## src/hthq_pkg.sv

```systemverilog
// ============================================================================
// hthq_pkg: shared constants and types for the heightmap height query unit
// Parameter defaults, fixed field widths, and the divide-by-constant factors.
// ============================================================================
package hthq_pkg;

    // Parameter defaults
    localparam int GRID_DIM_DEF    = 256;
    localparam int HEIGHT_BITS_DEF = 8;
    localparam int QUEUE_DEPTH     = 4;

    // Fixed field widths
    localparam int POS_W    = 20;
    localparam int FRAC_W   = 8;
    localparam int CELL_W   = 8;     // grid_col, grid_row, height_value
    localparam int COORD_W  = 11;    // in-tile offset, 0..1279
    localparam int TILE_W   = 9;     // tile index from a position, 0..409
    localparam int OUT_W    = 15;

    // Tile is 5 world units = 1280 raw units
    localparam int TILE_UNITS  = 5;
    localparam int TILE_RAW    = 1280;
    localparam int REM_W       = 3;
    // floor(v / 5) = (v * 3277) >> 14, exact for v < 2^14
    localparam int TILE_DIV_MUL   = 3277;
    localparam int TILE_DIV_MUL_W = 12;
    localparam int TILE_DIV_SHIFT = 14;

    // Output = round(N / 10), saturating
    localparam int ROUND_BIAS = 5;
    localparam int SAT_N      = 327675;   // smallest N giving a result above OUT_MAX
    localparam int V_W        = 18;       // (N + 5) >> 1 below saturation
    // floor(v / 5) = (v * 52429) >> 18, exact for v < 2^18
    localparam int DIV5_MUL   = 52429;
    localparam int DIV5_MUL_W = 16;
    localparam int DIV5_SHIFT = 18;
    localparam logic [OUT_W-1:0] OUT_MAX = 15'h7FFF;

    typedef enum logic {
        OP_WRITE = 1'b0,
        OP_QUERY = 1'b1
    } t_opcode;

endpackage

```

## src/hthq_queue.sv

```systemverilog
// ============================================================================
// hthq_queue: short request queue
// Register FIFO that decouples intake from the memory and arithmetic side.
// ============================================================================
module hthq_queue #(
    parameter int WIDTH = 1,
    parameter int DEPTH = hthq_pkg::QUEUE_DEPTH
) (
    input  logic             i_clk,
    input  logic             i_rst_n,
    input  logic             i_push,
    input  logic [WIDTH-1:0] i_data,
    output logic             o_full,
    input  logic             i_pop,
    output logic [WIDTH-1:0] o_data,
    output logic             o_empty
);

    localparam int PTR_W = (DEPTH > 1) ? $clog2(DEPTH) : 1;
    localparam int CNT_W = $clog2(DEPTH + 1);

    logic [WIDTH-1:0] r_mem [DEPTH];
    logic [PTR_W-1:0] r_wp, r_rp;
    logic [CNT_W-1:0] r_cnt;

    assign o_full  = (r_cnt == CNT_W'(DEPTH));
    assign o_empty = (r_cnt == '0);
    assign o_data  = r_mem[r_rp];

    always_ff @(posedge i_clk) begin
        if (!i_rst_n) begin
            r_wp  <= '0;
            r_rp  <= '0;
            r_cnt <= '0;
        end else begin
            if (i_push) begin
                r_wp <= (r_wp == PTR_W'(DEPTH - 1)) ? '0 : r_wp + 1'b1;
            end
            if (i_pop) begin
                r_rp <= (r_rp == PTR_W'(DEPTH - 1)) ? '0 : r_rp + 1'b1;
            end
            if (i_push && !i_pop) begin
                r_cnt <= r_cnt + 1'b1;
            end else if (i_pop && !i_push) begin
                r_cnt <= r_cnt - 1'b1;
            end
        end
    end

    always_ff @(posedge i_clk) begin
        if (i_push) begin
            r_mem[r_wp] <= i_data;
        end
    end

    a_no_pop_empty: assert property (@(posedge i_clk) disable iff (!i_rst_n)
        i_pop |-> !o_empty)
        else $error("pop from empty queue");

    a_no_push_full: assert property (@(posedge i_clk) disable iff (!i_rst_n)
        i_push |-> !o_full)
        else $error("push into full queue");

endmodule

```

## config.mk

```make
export PLATFORM = sky130hd
export DESIGN_NAME = hthq_queue
export DESIGN_NICKNAME = d
export VERILOG_FILES = /design/src/hthq_pkg.sv /design/src/hthq_queue.sv
export SDC_FILE = /design/constraint.sdc
export NUM_CORES = 1
export LEC_CHECK = 0
export BUFFER_PORTS_ARGS = -buffer_cell sky130_fd_sc_hd__buf_4
export CAP_MARGIN = 0
export CELL_PAD_IN_SITES_DETAIL_PLACEMENT = 0
export CELL_PAD_IN_SITES_GLOBAL_PLACEMENT = 1
export CORE_MARGIN = 3
export CORE_UTILIZATION = 45
export DETAILED_ROUTE_END_ITERATION = 16
export PLACE_DENSITY = 0.75
export SETUP_SLACK_MARGIN = 0.05
export SLEW_MARGIN = 20
export SYNTH_ARGS = -nofsm -noshare
export SYNTH_HDL_FRONTEND = slang
export SYNTH_SLANG_ARGS = --single-unit
```

## constraint.sdc

```tcl
create_clock -name i_clk -period 3.5 [get_ports i_clk]
set_clock_uncertainty 0.15 [all_clocks]
set_input_delay 0.7 -clock i_clk [delete_from_list [all_inputs] [get_ports i_clk]]
set_output_delay 0.7 -clock i_clk [all_outputs]
set_load 0.005 [all_outputs]
```

Yosys cells after proc, flatten, opt, wreduce, memory -nomap -nowiden. Memory sizes are Yosys's and may differ from the RTL's. A register that Yosys moved wholly into a read port is not among the register bits. Index checks and enable logic that the tools add are counted.

Bits in registers: 7. Bits in writable memories: 4. Input port bits: 5. Output and inout port bits: 3. Logic and storage cells: 25. Memories: 1.

Add/sub/neg operators: 4. Equality and inequality tests: 3. Mux-type cells: 8. Reductions and logical operators: 6.

Memories: r_mem (words 4, width 1, rd ports 1, clocked after Yosys merged registers in 1, wr ports 1, RTL line hthq_queue.sv:22) `logic [WIDTH-1:0] r_mem [DEPTH];`.

Operator list (number): 2-to-1 mux 2 bit (4); 2-to-1 mux 3 bit (2); adder 2 x 1 -> 2 bit (second input constant) (2); equality test 2 bit (second input constant) (2); adder 3 x 1 -> 3 bit (second input constant) (1); equality test 3 bit (second input constant) (1); zero test 3 bit (1); subtractor 3 x 1 -> 3 bit (second input constant) (1); logical AND 1 bit (2); zero test 1 bit (2); 2-to-1 mux 1 bit (2); nonzero test 2 bit (1).

Longest topological paths before layout.
Word-level depth: 4. Mapped depth: 7.

Least setup slack after synthesis. OpenSTA, ideal clock, no wires.

Path type: in2reg. Start point: input i_pop. End point: register r_cnt[2]. Setup time: 0.070 ns. Data arrival time: 1.892 ns. Path slack: 1.388 ns. Stages: 7. Buffers on the path: 0. Cells stage by stage: inv_1 ha_1 inv_1 fa_1 xor2_1 or3_1 a21boi_1.

Word-level cells in the longest chain between the ends: 3. Elaborated cells between the ends (all ways): 5. Classes of those cells: mux (1); reduce/logical (4).

RTL lines: from (decl) (RTL line hthq_queue.sv:14) `input logic i_pop,`; zero test 1 bit (RTL line hthq_queue.sv:42) `if (i_push && !i_pop) begin`; logical AND 1 bit (RTL line hthq_queue.sv:42); 2-to-1 mux 3 bit or nonzero test 2 bit (tied branches); to (signal assigned) (RTL line hthq_queue.sv:43) `r_cnt <= r_cnt + 1'b1;`; to (signal assigned) (RTL line hthq_queue.sv:45) `r_cnt <= r_cnt - 1'b1;`; to (decl) (RTL line hthq_queue.sv:24) `logic [CNT_W-1:0] r_cnt;`.

Several ways; a longest one is shown, not always the timed one. A chain may end at the register's enable or synchronous reset.

==> results.md <==
- Drc violations: 0
- VDD IR-drop max: 0.234 mV
- Final Setup Violations: 0
- 1st-iter DRT viols: 3
- Crit end category: output port
- Seq/Total Area, Yosys: approximately 50%
- Hold Path End: r_cnt[2]
- Fin crit period: 2080 ps
- Worst R2R Start: r_cnt[0]
- Peak Freq: 0.481 GHz
- Via count: 367
- Std cell rows: 12
- Hold Path Cell Cnt: 2
- Gr ovfl total: 0
- Avg WL per Cell: 10.8 um
- WP data required: 2650 ps
- Final #Nets: 73
- Number of global-route vias before repair: 355
- CTS root buffer: clkbuf_4
- Final Hold Fails: 0
- Total negative slack: 0 ps
- R2R setup slack: between 1500 and 2000 ps
- Total GRT Usage: 11.7%
- Clock slew seen by the registers of the worst setup and hold paths: 70 ps
- HP Start: r_cnt[2]
- Place WS: 1160 ps
- Sink Count: 13
- Seq cells post-synth: 13
- Worst reg2reg path endpoint: r_cnt[2]
- IO buf count: 7
- Die ar.: 1810 um2
- Initial Util: 51.3%
- Rel. slew slack: ~87%
- Initial antenna violation count: 0
- CTS Buf Count: 3
- Post-CTS sizing: 0
- PnR worst setup slack: about 1400 ps
- Worst-path fanout max: 1
- Post-synthesis average cell area: 12.3 um2
- Synth cell types: 18
- I/O pin count: 8
- HP Class: reg -> reg
- Area grow syn2layout: 16.0%
- Via density: 4.96
- Reg2Reg Depth: 4
- Syn_nets: 61
- Mapped Area: roughly 600 um2
- Chip width: 42.5 um
- YS warnings: 0
- Post-DP HPWL: 672 um
- Overall Power: 331 uW
- Clock Latency Late Sink: 270 ps
- Routed WL: ~800 um
- Setup CP Type: reg -> out
- Most frequent cells in the layout: dfxtp_1, buf_4, ha_1, and2_1, nor2b_1
- Static Leak: 0.000302 uW
- Unrepaired setup endpoints after global routing: no
- Synth Instances: just under 50
- H-tree levels: 1
- # Post-CTS Setup Buffers: 0
- Worst EP arrival: 1230 ps
- Post-CTS Hold Fix Bufs: 0
- Startpoint types: register
- Placer Congestion: 0.620
- Clk buf depth: 2
- Layout cells sized above 1: a little under a fifth
- Ant diodes: 0
- Core Area: 1170 um2
- Fin. max-slew vios: 0
- Status: completed
- Antenna Nets Post-Route: 0
- Min Hold Slack: 355 ps
- TritonRoute pass-1 iters: 2
- Post-Layout Cell Count: 74
- Period utilization: approximately three fifths
- Slew at the pin closest to its max-slew limit: around 190 ps
- First-pass GRT wire length: 1500 um
- Placed Cells: 70
- Pwr/cell area: approximately 470 nW/um2
- MaxCap Viol Count: 0
- CTS tree: yes
- Die height: roughly 43 um
- Largest net degree at the start of global routing: 8
- Commonest non-fill, non-tap cell in the layout: dfxtp_1
[per-layer routing]
metal  vias to the layer above  part of all wire (%)  track usage [%]  routed length [um]
li1                        188                     -                -                   -
met1                       172                    43             12.4                 347
met2                         7                    51             18.5                 411
met3                         0                   5.1             6.44                  41
met4                         0                     0             5.59                   0
met5                         -                     0                0                   0
[cell type report]
| type | instances | area (um2) |
|---|---|---|
| fillers | 98 | 474 |
| flip-flops and latches | 13 | 300 |
| multi-input cells | 32 | 285 |
| repair buffers | 7 | 52.6 |
| clock buffers | 4 | 26.3 |
| well taps | 14 | 17.5 |
| inverters | 4 | 15.0 |
[how the worst max path moves through the flow]
stage | to | slack, ps | depth (start not counted)
global route | o_data | 1350 | 2
global placement | r_cnt[2] | 1210 | 8
floorplan | r_cnt[2] | 1390 | 7
CTS | o_data | 1400 | 2
detailed placement | r_cnt[2] | 1160 | 8
finish | o_data | 1420 | 2
[worst max-delay path, stage by stage, from the launching register on]
cell and delay [ps]:
dfxtp_1 340, mux4_2 480, buf_4 150
[cells in the mapped netlist]
cell / instances / share of area (%)
a21oi_1: 1 / 0.83
fa_1: 1 / 3.3
edfxtp_1: 4 / 20
dfxtp_1: 9 / 30
ha_1: 6 / 12
nor3b_1: 2 / 2.5
o21ai_0: 1 / 0.83
or3_1: 1 / 1.0
xor2_1: 1 / 1.5
inv_1: 4 / 2.5
xnor2_1: 1 / 1.5
nor3_1: 1 / 0.83
and2_1: 5 / 5.2
a21boi_1: 1 / 1.3
nor2b_1: 5 / 5.2
nor2_1: 1 / 0.62
mux4_2: 1 / 3.7
mux2i_1: 4 / 6.7
[metrics by stage]
step	instance area, um2	utilization [%]
floorplan	601	-
global placement	671	57.3
detailed placement	671	57.3
CTS	697	59.5
global route	697	59.5
finish	697	59.5
[power breakdown]
group / internal (uW) / leakage [uW] / switching (uW) / total, uW
combinational: 36.0 / 0.000176 / 25.7 / 61.8
sequential: 169 / 0.000111 / 12.0 / 181
clock: 44.1 / 0.0000150 / 43.5 / 87.6
total: 249 / 0.000302 / 81.3 / 331
[kinds of logic (layout without fill, tap and decap cells)]
kind of cell / after synthesis / in the layout / synth area share, %
compound gates: 3 / 3 / 2.92
xor+xnor: 2 / 2 / 2.92
simple gates: 15 / 15 / 15.4
fa+ha+maj: 7 / 7 / 15.8
flops: 13 / 13 / 50.0
mux: 5 / 5 / 10.4
buf+inv: 4 / 15 / 2.50
Note: power is estimated with default switching activity, not from simulation.
