<file path="src/hthq_pkg.sv">
// ============================================================================
// hthq_pkg: shared constants and types for the heightmap height query unit
// Parameter defaults, fixed field widths, and the divide-by-constant factors.
// ============================================================================
package hthq_pkg;

    // Parameter defaults
    localparam int GRID_DIM_DEF    = 256;
    localparam int HEIGHT_BITS_DEF = 8;
    localparam int QUEUE_DEPTH     = 4;

    // Fixed field widths
    localparam int POS_W    = 20;
    localparam int FRAC_W   = 8;
    localparam int CELL_W   = 8;     // grid_col, grid_row, height_value
    localparam int COORD_W  = 11;    // in-tile offset, 0..1279
    localparam int TILE_W   = 9;     // tile index from a position, 0..409
    localparam int OUT_W    = 15;

    // Tile is 5 world units = 1280 raw units
    localparam int TILE_UNITS  = 5;
    localparam int TILE_RAW    = 1280;
    localparam int REM_W       = 3;
    // floor(v / 5) = (v * 3277) >> 14, exact for v < 2^14
    localparam int TILE_DIV_MUL   = 3277;
    localparam int TILE_DIV_MUL_W = 12;
    localparam int TILE_DIV_SHIFT = 14;

    // Output = round(N / 10), saturating
    localparam int ROUND_BIAS = 5;
    localparam int SAT_N      = 327675;   // smallest N giving a result above OUT_MAX
    localparam int V_W        = 18;       // (N + 5) >> 1 below saturation
    // floor(v / 5) = (v * 52429) >> 18, exact for v < 2^18
    localparam int DIV5_MUL   = 52429;
    localparam int DIV5_MUL_W = 16;
    localparam int DIV5_SHIFT = 18;
    localparam logic [OUT_W-1:0] OUT_MAX = 15'h7FFF;

    typedef enum logic {
        OP_WRITE = 1'b0,
        OP_QUERY = 1'b1
    } t_opcode;

endpackage

</file>
<file path="src/hthq_front.sv">
// ============================================================================
// hthq_front: request intake and classification
// Splits positions into tile and in-tile offset, checks range, picks the
// triangle, and hands one packed request per cycle to the queue while it is not full.
// ============================================================================
module hthq_front #(
    parameter int GRID_DIM    = hthq_pkg::GRID_DIM_DEF,
    parameter int HEIGHT_BITS = hthq_pkg::HEIGHT_BITS_DEF,
    parameter int IDX_BITS    = $clog2(GRID_DIM),
    parameter int REQ_W       = 3 + 2 * hthq_pkg::COORD_W + 2 * IDX_BITS + HEIGHT_BITS
) (
    input  logic                                i_clk,
    input  logic                                i_rst_n,
    input  logic                                i_in_valid,
    output logic                                o_in_stall,
    input  logic                                i_opcode,
    input  logic [hthq_pkg::CELL_W-1:0]         i_grid_col,
    input  logic [hthq_pkg::CELL_W-1:0]         i_grid_row,
    input  logic [hthq_pkg::CELL_W-1:0]         i_height_value,
    input  logic signed [hthq_pkg::POS_W-1:0]   i_pos_x,
    input  logic signed [hthq_pkg::POS_W-1:0]   i_pos_y,
    input  logic                                i_q_full,
    output logic                                o_push,
    output logic [REQ_W-1:0]                    o_req
);

    localparam int CW    = hthq_pkg::COORD_W;
    localparam int DIVPW = CW + hthq_pkg::TILE_DIV_MUL_W;

    typedef struct packed {
        logic                   wr_ok;
        logic                   in_grid;
        logic                   upper;
        logic [CW-1:0]          a;
        logic [CW-1:0]          b;
        logic [IDX_BITS-1:0]    col;
        logic [IDX_BITS-1:0]    row;
        logic [HEIGHT_BITS-1:0] data;
    } t_req;

    logic  r_fv;
    t_req  r_item;
    t_req  n_item;
    logic  in_acc;

    logic [CW-1:0]                  vx, vy, rx, ry;
    logic [DIVPW-1:0]               mx, my;
    logic [hthq_pkg::TILE_W-1:0]    tx, ty;
    logic [hthq_pkg::REM_W-1:0]     rem_x, rem_y;
    logic                           is_write;

    assign o_in_stall = r_fv && i_q_full;
    assign in_acc     = i_in_valid && !o_in_stall;
    assign o_push     = r_fv && !i_q_full;
    assign o_req      = r_item;

    // integer part of position over 256, then divided by 5
    assign vx = i_pos_x[hthq_pkg::FRAC_W +: CW];
    assign vy = i_pos_y[hthq_pkg::FRAC_W +: CW];
    assign mx = DIVPW'(vx) * DIVPW'(hthq_pkg::TILE_DIV_MUL);
    assign my = DIVPW'(vy) * DIVPW'(hthq_pkg::TILE_DIV_MUL);
    assign tx = mx[hthq_pkg::TILE_DIV_SHIFT +: hthq_pkg::TILE_W];
    assign ty = my[hthq_pkg::TILE_DIV_SHIFT +: hthq_pkg::TILE_W];
    assign rem_x = hthq_pkg::REM_W'(vx - CW'(tx) * CW'(hthq_pkg::TILE_UNITS));
    assign rem_y = hthq_pkg::REM_W'(vy - CW'(ty) * CW'(hthq_pkg::TILE_UNITS));
    assign rx = {rem_x, i_pos_x[hthq_pkg::FRAC_W-1:0]};
    assign ry = {rem_y, i_pos_y[hthq_pkg::FRAC_W-1:0]};

    assign is_write = (hthq_pkg::t_opcode'(i_opcode) == hthq_pkg::OP_WRITE);

    always_comb begin
        n_item = '0;
        if (is_write) begin
            n_item.wr_ok = (32'(i_grid_col) < 32'(GRID_DIM)) &&
                           (32'(i_grid_row) < 32'(GRID_DIM));
            n_item.col   = IDX_BITS'(i_grid_col);
            n_item.row   = IDX_BITS'(i_grid_row);
            n_item.data  = HEIGHT_BITS'(i_height_value);
        end else begin
            n_item.in_grid = !i_pos_x[hthq_pkg::POS_W-1] && !i_pos_y[hthq_pkg::POS_W-1] &&
                             (32'(tx) < 32'(GRID_DIM - 1)) &&
                             (32'(ty) < 32'(GRID_DIM - 1));
            // upper triangle when the y offset is at least the x offset
            n_item.upper  = !(rx > ry);
            n_item.a      = n_item.upper ? ry : rx;
            n_item.b      = n_item.upper ? rx : ry;
            n_item.col    = IDX_BITS'(tx);
            n_item.row    = IDX_BITS'(ty);
        end
    end

    always_ff @(posedge i_clk) begin
        if (!i_rst_n) begin
            r_fv <= 1'b0;
        end else if (in_acc) begin
            r_fv <= 1'b1;
        end else if (o_push) begin
            r_fv <= 1'b0;
        end
    end

    always_ff @(posedge i_clk) begin
        if (in_acc) begin
            r_item <= n_item;
        end
    end

    a_hold_on_full: assert property (@(posedge i_clk) disable iff (!i_rst_n)
        (r_fv && i_q_full) |=> (r_fv && $stable(r_item)))
        else $error("front request lost while queue full");

endmodule

</file>
<file path="config.mk">
export PLATFORM = sky130hd
export DESIGN_NAME = hthq_front
export DESIGN_NICKNAME = d
export VERILOG_FILES = /design/src/hthq_pkg.sv /design/src/hthq_front.sv
export SDC_FILE = /design/constraint.sdc
export NUM_CORES = 1
export LEC_CHECK = 0
export BUFFER_PORTS_ARGS = -buffer_cell sky130_fd_sc_hd__buf_2
export CAP_MARGIN = 5
export CORE_MARGIN = 2
export CORE_UTILIZATION = 53
export DETAILED_ROUTE_END_ITERATION = 7
export PLACE_DENSITY = 0.79
export SYNTH_ARGS = -nofsm -noshare
export SYNTH_HDL_FRONTEND = slang
export SYNTH_SLANG_ARGS = --single-unit
</file>
<file path="constraint.sdc">
create_clock -name i_clk -period 7.3 [get_ports i_clk]
set_input_delay 1.46 -clock i_clk [delete_from_list [all_inputs] [get_ports i_clk]]
set_output_delay 1.46 -clock i_clk [all_outputs]
set_load 0.02 [all_outputs]
</file>
After elaboration in Yosys (flattened, before gate mapping)
Cells that the tools add are included.

Bits in registers: 50. Input port bits: 69. Output and inout bits: 51. Logic and storage cells: 36.

Add/subtract/negate cells: 2. Multiply operators: 4. Order comparisons: 3. Multiplexer cells: 6. Reduce and logical (&&, ||, !) cells: 12.

Operators with widths (count): 11-bit by 12-bit multiplier with 23-bit output, second input constant (2); 11-bit two-way mux (2); 9-bit by 8-bit < comparator with 1-bit output, second input constant (2); 9-bit by 3-bit multiplier with 3-bit output, second input constant (2); 16-bit two-way mux (1); 11-bit > comparator (1); 1-bit logical AND (6); 3-bit subtractor (2); 1-bit zero test (5); 1-bit two-way mux (3); 2-bit nonzero test (1).

Longest topological paths before layout
Gate-level depths: netlist (run 1).

Word-level depth: 5. Gate-level depth with buffers: 30. Mapped depth without buffers: 29.

Least setup slack after synthesis (run 1)
No wires, ideal clock.

Kind: input -> register. Start point: in i_pos_y[17] (netlist name). End point: reg r_item, in the netlist o_req[25] (data pin). Setup time: 0.265 ns. Arrival: 7.316 ns. Required time: 7.035 ns. Path slack: -0.281 ns. Stages: 27. Path buffers: 1. Cells stage by stage: inv_1 > ha_1 > inv_1 > fa_1 > fa_1 > inv_1 > fa_1 > fa_1 > inv_1 > ha_1 > a21o_1 > nor3_1 > nor2_2 > xnor2_4 > ha_1 > fa_1 > xor2_1 > xnor2_1 > xnor2_1 > inv_1 > ha_1 > nand2_1 > a21oi_1 > a221o_1 > o41a_1 > buf_2 > mux2i_1.

Word-level cells in the longest chain between the ends: 5.

Ends and longest elaborated chain: start, declared (line hthq_front.sv:21) `input logic signed [hthq_pkg::POS_W-1:0] i_pos_y,`; 11-bit by 12-bit multiplier with 23-bit output (line hthq_front.sv:61) `assign my = DIVPW'(vy) * DIVPW'(hthq_pkg::TILE_DIV_MUL);`; 9-bit by 3-bit multiplier with 3-bit output (line hthq_front.sv:65) `assign rem_y = hthq_pkg::REM_W'(vy - CW'(ty) * CW'(hthq_pkg::TILE_UNITS));`; 3-bit subtractor (line hthq_front.sv:65); 11-bit > comparator (line hthq_front.sv:84) `n_item.upper = !(rx > ry);`; 11-bit two-way mux (line hthq_front.sv:86) `n_item.b = n_item.upper ? rx : ry;`; end signal, assigned (line hthq_front.sv:104) `r_item <= n_item;`; end, declared (line hthq_front.sv:42) `t_req r_item;`.

No other way between the ends. A chain may end at the register's enable or synchronous reset.

Worst setup path in the final report (run 1)
Start point: in i_pos_y[17] (netlist name). End point: reg r_item, in the netlist o_req[27] (data pin).

Same word-level chain as after synthesis.

==> results of run 1 <==
worst paths after layout:
check / startpoint / to / slack [ns] / depth (start not counted)
setup / recovery: i_pos_y[17] / o_req[27] / -0.10 / 29
hold / removal: r_fv / r_fv / 0.70 / 2
setup reg to reg: r_fv / o_req[11] / 5.80 / 3
hold reg to reg: r_fv / r_fv / 0.70 / 2
cell type report:
cell class / count / area share
well taps: 172 / 0.02441
diodes: 2 / 0.0005678
multi-input cells: 454 / 0.5858
inverters: 132 / 0.05649
flip-flops and latches: 50 / 0.1692
repair buffers: 203 / 0.1446
clock buffers: 6 / 0.01462
clock inverters: 2 / 0.004258
cell families (layout without fill, tap and decap cells):
group                    Yosys count  in the layout
other                              0              2
XOR/XNOR                          43             43
adder cells (fa/ha/maj)          209            209
multiplexers                      37             37
AND/OR/NAND/NOR                   99             99
AO/OA/AOI/OAI                     66             66
flip-flops                        50             50
buffers and inverters            140            343
layer usage:
layer  GRT usage  vias to the layer above  wire [um]
li1            -                     2578          -
met5           0                        -          0
met3     0.02859                       24        762
met4     0.05045                        0        246
met1      0.2921                     2559       6826
met2      0.4524                      162       8703
what timing repair did:
action / in CTS / in global routing
pin swaps: 34 / 33
setup buffers: 7 / 8
gates resized for setup: 31 / 28
endpoints found under the setup margin: 22 / 23
cloned: 2 / 0
state kept, by name, indices dropped and copies added, names as in the netlist:
| name | cells |
|---|---|
| o_req | 49 |
| r_fv | 1 |
placed cells by master (no fill, tap or decap), types with 4 or more instances in the layout:
| cell | n |
|---|---|
| ha_2 | 4 |
| ha_4 | 12 |
| nor2b_1 | 10 |
| and2_1 | 4 |
| nand2_1 | 33 |
| mux2_2 | 15 |
| xor2_1 | 8 |
| mux2i_1 | 20 |
| a21oi_1 | 14 |
| inv_2 | 6 |
| o21ai_0 | 8 |
| fa_1 | 57 |
| nand4_1 | 5 |
| xnor2_2 | 4 |
| clkbuf_16 | 5 |
| buf_4 | 79 |
| a21o_1 | 5 |
| inv_1 | 124 |
| nor3_1 | 8 |
| o21bai_1 | 4 |
| buf_6 | 5 |
| edfxtp_1 | 49 |
| ha_1 | 133 |
| xnor2_1 | 28 |
| nor2_1 | 13 |
| buf_2 | 116 |
critical path, delay by kind of cell:
family          cells  cell delay [ns]
fa+ha+maj           8             3.07
compound gates      5             0.80
xor+xnor            4             0.68
simple gates        5             0.67
buf+inv             6             0.60
mux                 1             0.16
through the flow:
stage	area [um^2]	worst slack (ns)	hold slack, ns
after global routing	8812	-0.3231	0.7513
after global placement	8245	-0.2224	0.6384
after detailed placement	8245	-0.4322	0.6758
after CTS	8608	0.003009	0.6912
final	8815	-0.1010	0.6983
after floorplan	6970	0.007602	0.7130
==> flow_metrics.tcl, run 1 <==
set metrics [dict create \
    clock_latency_ns 0.29 \
    drt_iter0_drc 329 \
    maxCapViolations 0 \
    synth_xor_area_frac 0.05991 \
    cts_tree "built" \
    worstMarginPinSlew_ns 0.8501 \
    fin_util 0.6985 \
    ys_seq_area_frac 0.2177 \
    slew_viol_final 0 \
    stdcell_count 1021 \
    timing.fmax_mhz 135.1 \
    syn_nets 922 \
    gp_congestion 0.9910 \
    numPortBuffers 119 \
    grt_pass1_vias 5725 \
    fp.coreArea_um2 12620 \
    avgSynthCellArea_um2 10.64 \
    arrival_ns 7.43 \
    wl_um 16540 \
    hp-class "flop to flop" \
    htreeDepth 2 \
    syn_inst 644 \
    violations "negative setup slack" \
    maxSlewHeadroom 0.4333 \
    synth_common_cells "ha_1, inv_1, fa_1" \
    path_class "primary input to flop" \
    cp-end-kind "flop" \
    synth_top_family_by_area "adder cells" \
    antenna_found_initial 2 \
    final-seq-area_um2 1491 \
    drtAntennaViolNets 0 \
    setup_violations 20 \
    nFillCells 915 \
    yosys_register_bits 50 \
    async_flop_share 0 \
    placed_cells 994 \
    netlist_area_um2 6850 \
    outcome "finished with violations" \
    fin_ws_ns -0.1010 \
    hpwl_um 13490 \
    synth_top_cell_area_share 0.2721 \
    ys_top_cells_by_area "ha_1, edfxtp_1, fa_1" \
    drt_pass1_iterations 4 \
    grt_max_degree 50 \
    startpoint_type "primary input" \
    io_pins 120 \
    synth.most_common_cell "ha_1" \
    post-route-min-period_ns 7.401 \
    dr_total_vias 5323 \
    rows 41 \
    synth_flop_cell "edfxtp_1" \
    clk_pin_slew_ns 0.07 \
    ys.warnings.count 0 \
    layout.nets 1124 \
    clk_path_buf_depth 2 \
    synth-compound-area-share 0.06904 \
    cts_inserted_buffers 5 \
    crit_required_ns 7.33 \
    track_usage 0.2396 \
    synth_cell_type_count 55 \
    grt_pass1_wl_um 27220 \
    skew_ns 0.006103 \
    start_util 0.5428 \
    drc 0 \
    die_w_um 117.7 \
    hold_viol_final 0 \
    critPathSlowestCell "fa_1" \
    fin_tns_setup_ns -1.061 \
    areaGrowthSynthToFinish_pct 28.68 \
    yosys.area.top_type "ha_1" \
    die_h_um 117.7 \
    layout-drive-gt1-share 0.3388 \
    crit_fanout 6 \
    multiInputGateArea_um2 5164 \
    crit_top_cell "fa_1" \
    synth_edf_count 49 \
    synth_mux_area_frac 0.05680 \
    max_stage_delay_ns 0.52 \
    rsz0062_at_grt "yes" \
    gr-total-overflow 0 \
    finalCritPeriodShare 1.014 \
    viasPerCell 5.214 \
    ctsHoldBuffers 0 \
    cts.sinks 50 \
    synth_simple_gate_area_frac 0.07178 \
    synthAdderAreaFrac 0.4475 \
    wl_per_cell_um 16.20 \
    dieArea_um2 13850 \
    cts_root_buffer "clkbuf_16" \
]
Power of run 1 is left out: the tool's default activity adds up to more than one toggle a clock period on the data nets, which glitch-free logic cannot reach.
==> run 2, diff against run 1 <==
- CORE_MARGIN: 2 -> 4
==> run 2 against run 1 <==
  * The run still ends with negative setup slack left
  * Register-to-register slack barely moved
  * Critical endpoint is now o_req[25]
  * Global-route usage is 1.7 points lower
  * Setup slack improved by 0.062 ns
  * Clock-buffer cell count is the same
  * Critical path type unchanged
  * Design area fell by 0.85%
  * Core utilization down 0.59 points
==> flow_metrics.tcl, run 2 (synthesized netlist as in run 1, its figures left out) <==
set metrics [dict create \
    outcome "finished with violations" \
    violations "negative setup slack" \
    critPathSlowestCell "fa_1" \
    cp-end-kind "flop" \
    drt_iter0_drc 233 \
    drt_pass1_iterations 5 \
    clk_pin_slew_ns 0.07 \
    drtAntennaViolNets 0 \
    layout_commonest_cell "ha_1" \
    track_usage 0.2226 \
    crit_fanout 6 \
    grt_pass1_wl_um 26400 \
    rr_worst_depth 3 \
    cts_tree "built" \
    die_w_um 121.7 \
    crit_top_cell "fa_1" \
    dieArea_um2 14810 \
    drc 0 \
    post-route-min-period_ns 7.339 \
    maxSlewHeadroom 0.4443 \
    rsz0062_at_grt "yes" \
    gr-total-overflow 0 \
    max_stage_delay_ns 0.60 \
    maxCapViolations 0 \
    grt_pass1_vias 5683 \
    start_util 0.5428 \
    clock_latency_ns 0.29 \
    layout-drive-gt1-share 0.3314 \
    path_class "primary input to flop" \
    finalCritPeriodShare 1.005 \
    mostFrequentLayoutCells "ha_1, inv_1, buf_2" \
    cts_root_buffer "clkbuf_16" \
    numPortBuffers 119 \
    io_pins 120 \
    clk_path_buf_depth 2 \
    reg2reg_slack_ns 5.79 \
    r2r-start "r_fv" \
    arrival_ns 7.38 \
    cts_inserted_buffers 5 \
    die_h_um 121.7 \
    holdWs_ns 0.6806 \
    wl_um 16320 \
    final-seq-area_um2 1491 \
    grt_max_degree 50 \
    hp-class "flop to flop" \
    startpoint_type "primary input" \
    timing.fmax_mhz 136.3 \
    cts.sinks 50 \
    cp-startpoint "i_pos_y[16]" \
    layout.nets 1122 \
    r2r-end "o_req[11]" \
    rows 41 \
    htreeDepth 2 \
    crit_end "o_req[25]" \
    skew_ns 0.006089 \
    viasPerCell 5.139 \
    hpwl_um 13620 \
    setup_violations 17 \
    fin_ws_ns -0.03909 \
    nFillCells 945 \
    gp_congestion 0.9240 \
    crit_required_ns 7.34 \
    dr_total_vias 5232 \
    hold_viol_final 0 \
    largest_reg_flops 49 \
    antenna_found_initial 2 \
    multiInputGateArea_um2 5105 \
    worstMarginPinSlew_ns 0.8336 \
    fin_tns_setup_ns -0.2389 \
    areaGrowthSynthToFinish_pct 27.58 \
    fp.coreArea_um2 12620 \
    slew_viol_final 0 \
    wl_per_cell_um 16.03 \
]
run 2: final cells by class:
type                            count  share of cell area
Tap cell                          172             0.02462
Clock inverter                      2            0.004295
Clock buffer                        6             0.01475
Antenna cell                        1           0.0002863
Timing Repair Buffer              201              0.1446
Inverter                          132             0.05669
Sequential cell                    50              0.1707
Multi-Input combinational cell    454              0.5841
run 2: stage by stage:
| step | utilization | setup slack (ns) | instance area (um^2) | std cells |
|---|---|---|---|---|
| final | 0.6925 | -0.03909 | 8740 | 1018 |
| after global routing | 0.6925 | -0.3393 | 8740 | 1018 |
| after CTS | 0.6797 | 0.0006763 | 8577 | 1013 |
| after detailed placement | 0.6552 | -0.3844 | 8268 | 997 |
| after global placement | 0.6552 | -0.2214 | 8268 | 997 |
| after floorplan | - | 0.007602 | 6970 | 644 |
run 2: layer usage:
layer / part of all wire / vias up / global-route usage
li1: - / 2570 / -
met1: 0.41 / 2505 / 0.2728
met2: 0.52 / 129 / 0.4135
met3: 0.043 / 26 / 0.02693
met4: 0.022 / 2 / 0.05812
met5: 0.00061 / - / 0
run 2: repair_timing:
action / in CTS / in global routing
pin swaps: 22 / 29
hold buffers: 0 / 0
cloned: 2 / 0
resized for setup: 18 / 31
setup buffers: 6 / 4
endpoints found under the setup margin: 20 / 23
run 2: how the worst min path moves through the flow:
stage,start,to,slack [ns],cells after the start
final,r_fv,r_fv,0.68,2
after global routing,r_fv,r_fv,0.74,2
after CTS,r_fv,r_fv,0.70,2
after detailed placement,r_fv,r_fv,0.68,2
after global placement,r_fv,r_fv,0.64,2
after floorplan,r_fv,r_fv,0.71,2
run 2: worst max-delay path: cells and delay by family:
family | cells | cell delay (ns)
AO/OA/AOI/OAI | 4 | 0.55
adder cells (fa/ha/maj) | 8 | 3.22
buffers and inverters | 7 | 0.67
AND/OR/NAND/NOR | 6 | 0.65
XOR/XNOR | 4 | 0.68
multiplexers | 1 | 0.14
Power of run 2 is left out for the same reason.
==> run 3, diff against run 2 <==
- GPL_TIMING_DRIVEN: not set -> 0
==> run 3 against run 2 <==
  * The flow still finishes with violations (negative setup slack)
  * Global-route usage fell by 1.3 points
  * Wire length down 3.4%
  * Sequential share of layout area increased by 0.47 points
  * Clock skew is 0.00055 ns lower
  * Largest cell class unchanged
  * Highest routed layer is now met4
==> flow_metrics.tcl, run 3 (synthesized netlist as in run 1, its figures left out) <==
set metrics [dict create \
    drt_iter0_drc 288 \
    finalCritPeriodShare 1.011 \
    cts.sinks 50 \
    drt_pass1_iterations 4 \
    gr-total-overflow 0 \
    skew_ns 0.005535 \
    multiInputGateArea_um2 5216 \
    critPathSlowestCell "fa_1" \
    numPortBuffers 118 \
    outcome "finished with violations" \
    slew_viol_final 0 \
    holdWs_ns 0.6926 \
    hp-class "flop to flop" \
    timing.fmax_mhz 135.5 \
    clock_latency_ns 0.28 \
    die_h_um 121.7 \
    drc 0 \
    track_usage 0.2094 \
    die_w_um 121.7 \
    mostFrequentLayoutCells "ha_1, inv_1, buf_2" \
    max_stage_delay_ns 0.54 \
    path_class "primary input to flop" \
    cp-end-kind "flop" \
    worstMarginPinSlew_ns 0.5966 \
    dp_slack_ns -0.6807 \
    cts_root_buffer "clkbuf_16" \
    arrival_ns 7.41 \
    largest_reg_flops 49 \
    crit_required_ns 7.33 \
    fin_ws_ns -0.08067 \
    viasPerCell 5.220 \
    clk_pin_slew_ns 0.07 \
    setup_violations 20 \
    areaGrowthSynthToFinish_pct 24.15 \
    startpoint_type "primary input" \
    layout.nets 1075 \
    fin_util 0.6739 \
    ctsHoldBuffers 0 \
    maxCapViolations 0 \
    cts_tree "built" \
    wl_um 15760 \
    gp_congestion 0.8860 \
    hpwl_um 13030 \
    maxSlewHeadroom 0.6014 \
    clk_path_buf_depth 2 \
    htreeDepth 2 \
    crit_fanout 5 \
    grt_max_degree 32 \
    fp.coreArea_um2 12620 \
    layout_commonest_cell "ha_1" \
    rows 41 \
    antenna_cells 0 \
    cts_inserted_buffers 5 \
    post-route-min-period_ns 7.381 \
    dieArea_um2 14810 \
    start_util 0.5428 \
    grt_pass1_vias 5576 \
    final-seq-area_um2 1491 \
    layout-drive-gt1-share 0.3083 \
    wl_per_cell_um 16.25 \
    nFillCells 943 \
    antenna_found_initial 0 \
    hold_viol_final 0 \
    rsz0062_at_grt "yes" \
    drtAntennaViolNets 0 \
    grt_pass1_wl_um 25230 \
    violations "negative setup slack" \
    dr_total_vias 5063 \
    io_pins 120 \
]
run 3: path summary, 6_finish.rpt:
path	slack [ns]	startpoint	end	cells after the start
hold / removal	0.69	r_fv	r_fv	2
hold reg to reg	0.69	r_fv	r_fv	2
setup reg to reg	5.71	r_fv	o_req[12]	3
setup / recovery	-0.08	i_pos_y[16]	o_req[41]	30
run 3: routing by layer:
| layer | routed length, um | GRT usage | vias to the layer above | share of wire |
|---|---|---|---|---|
| met5 | 0 | 0 | - | 0 |
| met4 | 353 | 0.06793 | 0 | 0.022 |
| met3 | 647 | 0.02600 | 25 | 0.041 |
| met2 | 8235 | 0.3855 | 120 | 0.52 |
| met1 | 6523 | 0.2536 | 2447 | 0.41 |
| li1 | - | - | 2471 | - |
run 3: area by class of cell:
| cell class | instances | area share |
|---|---|---|
| multi-input combinational | 454 | 0.6134 |
| sequential | 50 | 0.1754 |
| timing repair buffer | 146 | 0.1045 |
| inverter | 132 | 0.05885 |
| tap | 172 | 0.02531 |
| clock buffer | 5 | 0.01471 |
| buffer | 8 | 0.005444 |
| clock inverter | 3 | 0.002501 |
run 3: timing repair:
item                       CTS  global route
resized for setup           23            64
pin swaps                   34            52
buffers inserted            12            13
gates cloned                 2             0
setup endpoints to repair   23            23
run 3: worst max-delay path, delay by kind of cell:
| family | cells | cell delay (ns) |
|---|---|---|
| mux | 1 | 0.12 |
| xor+xnor | 4 | 0.71 |
| compound gates | 4 | 0.54 |
| fa+ha+maj | 8 | 3.17 |
| buf+inv | 7 | 0.71 |
| simple gates | 6 | 0.70 |
run 3: through the flow:
| step | cells | TNS, ns | cell area [um^2] |
|---|---|---|---|
| after floorplan | 644 | 0 | 6970 |
| after global placement | 934 | -10.83 | 7776 |
| after detailed placement | 935 | -14.09 | 7804 |
| after CTS | 957 | 0 | 8154 |
| after global routing | 970 | -5.984 | 8504 |
| final | 970 | -1.341 | 8504 |
Power of run 3 is left out for the same reason.
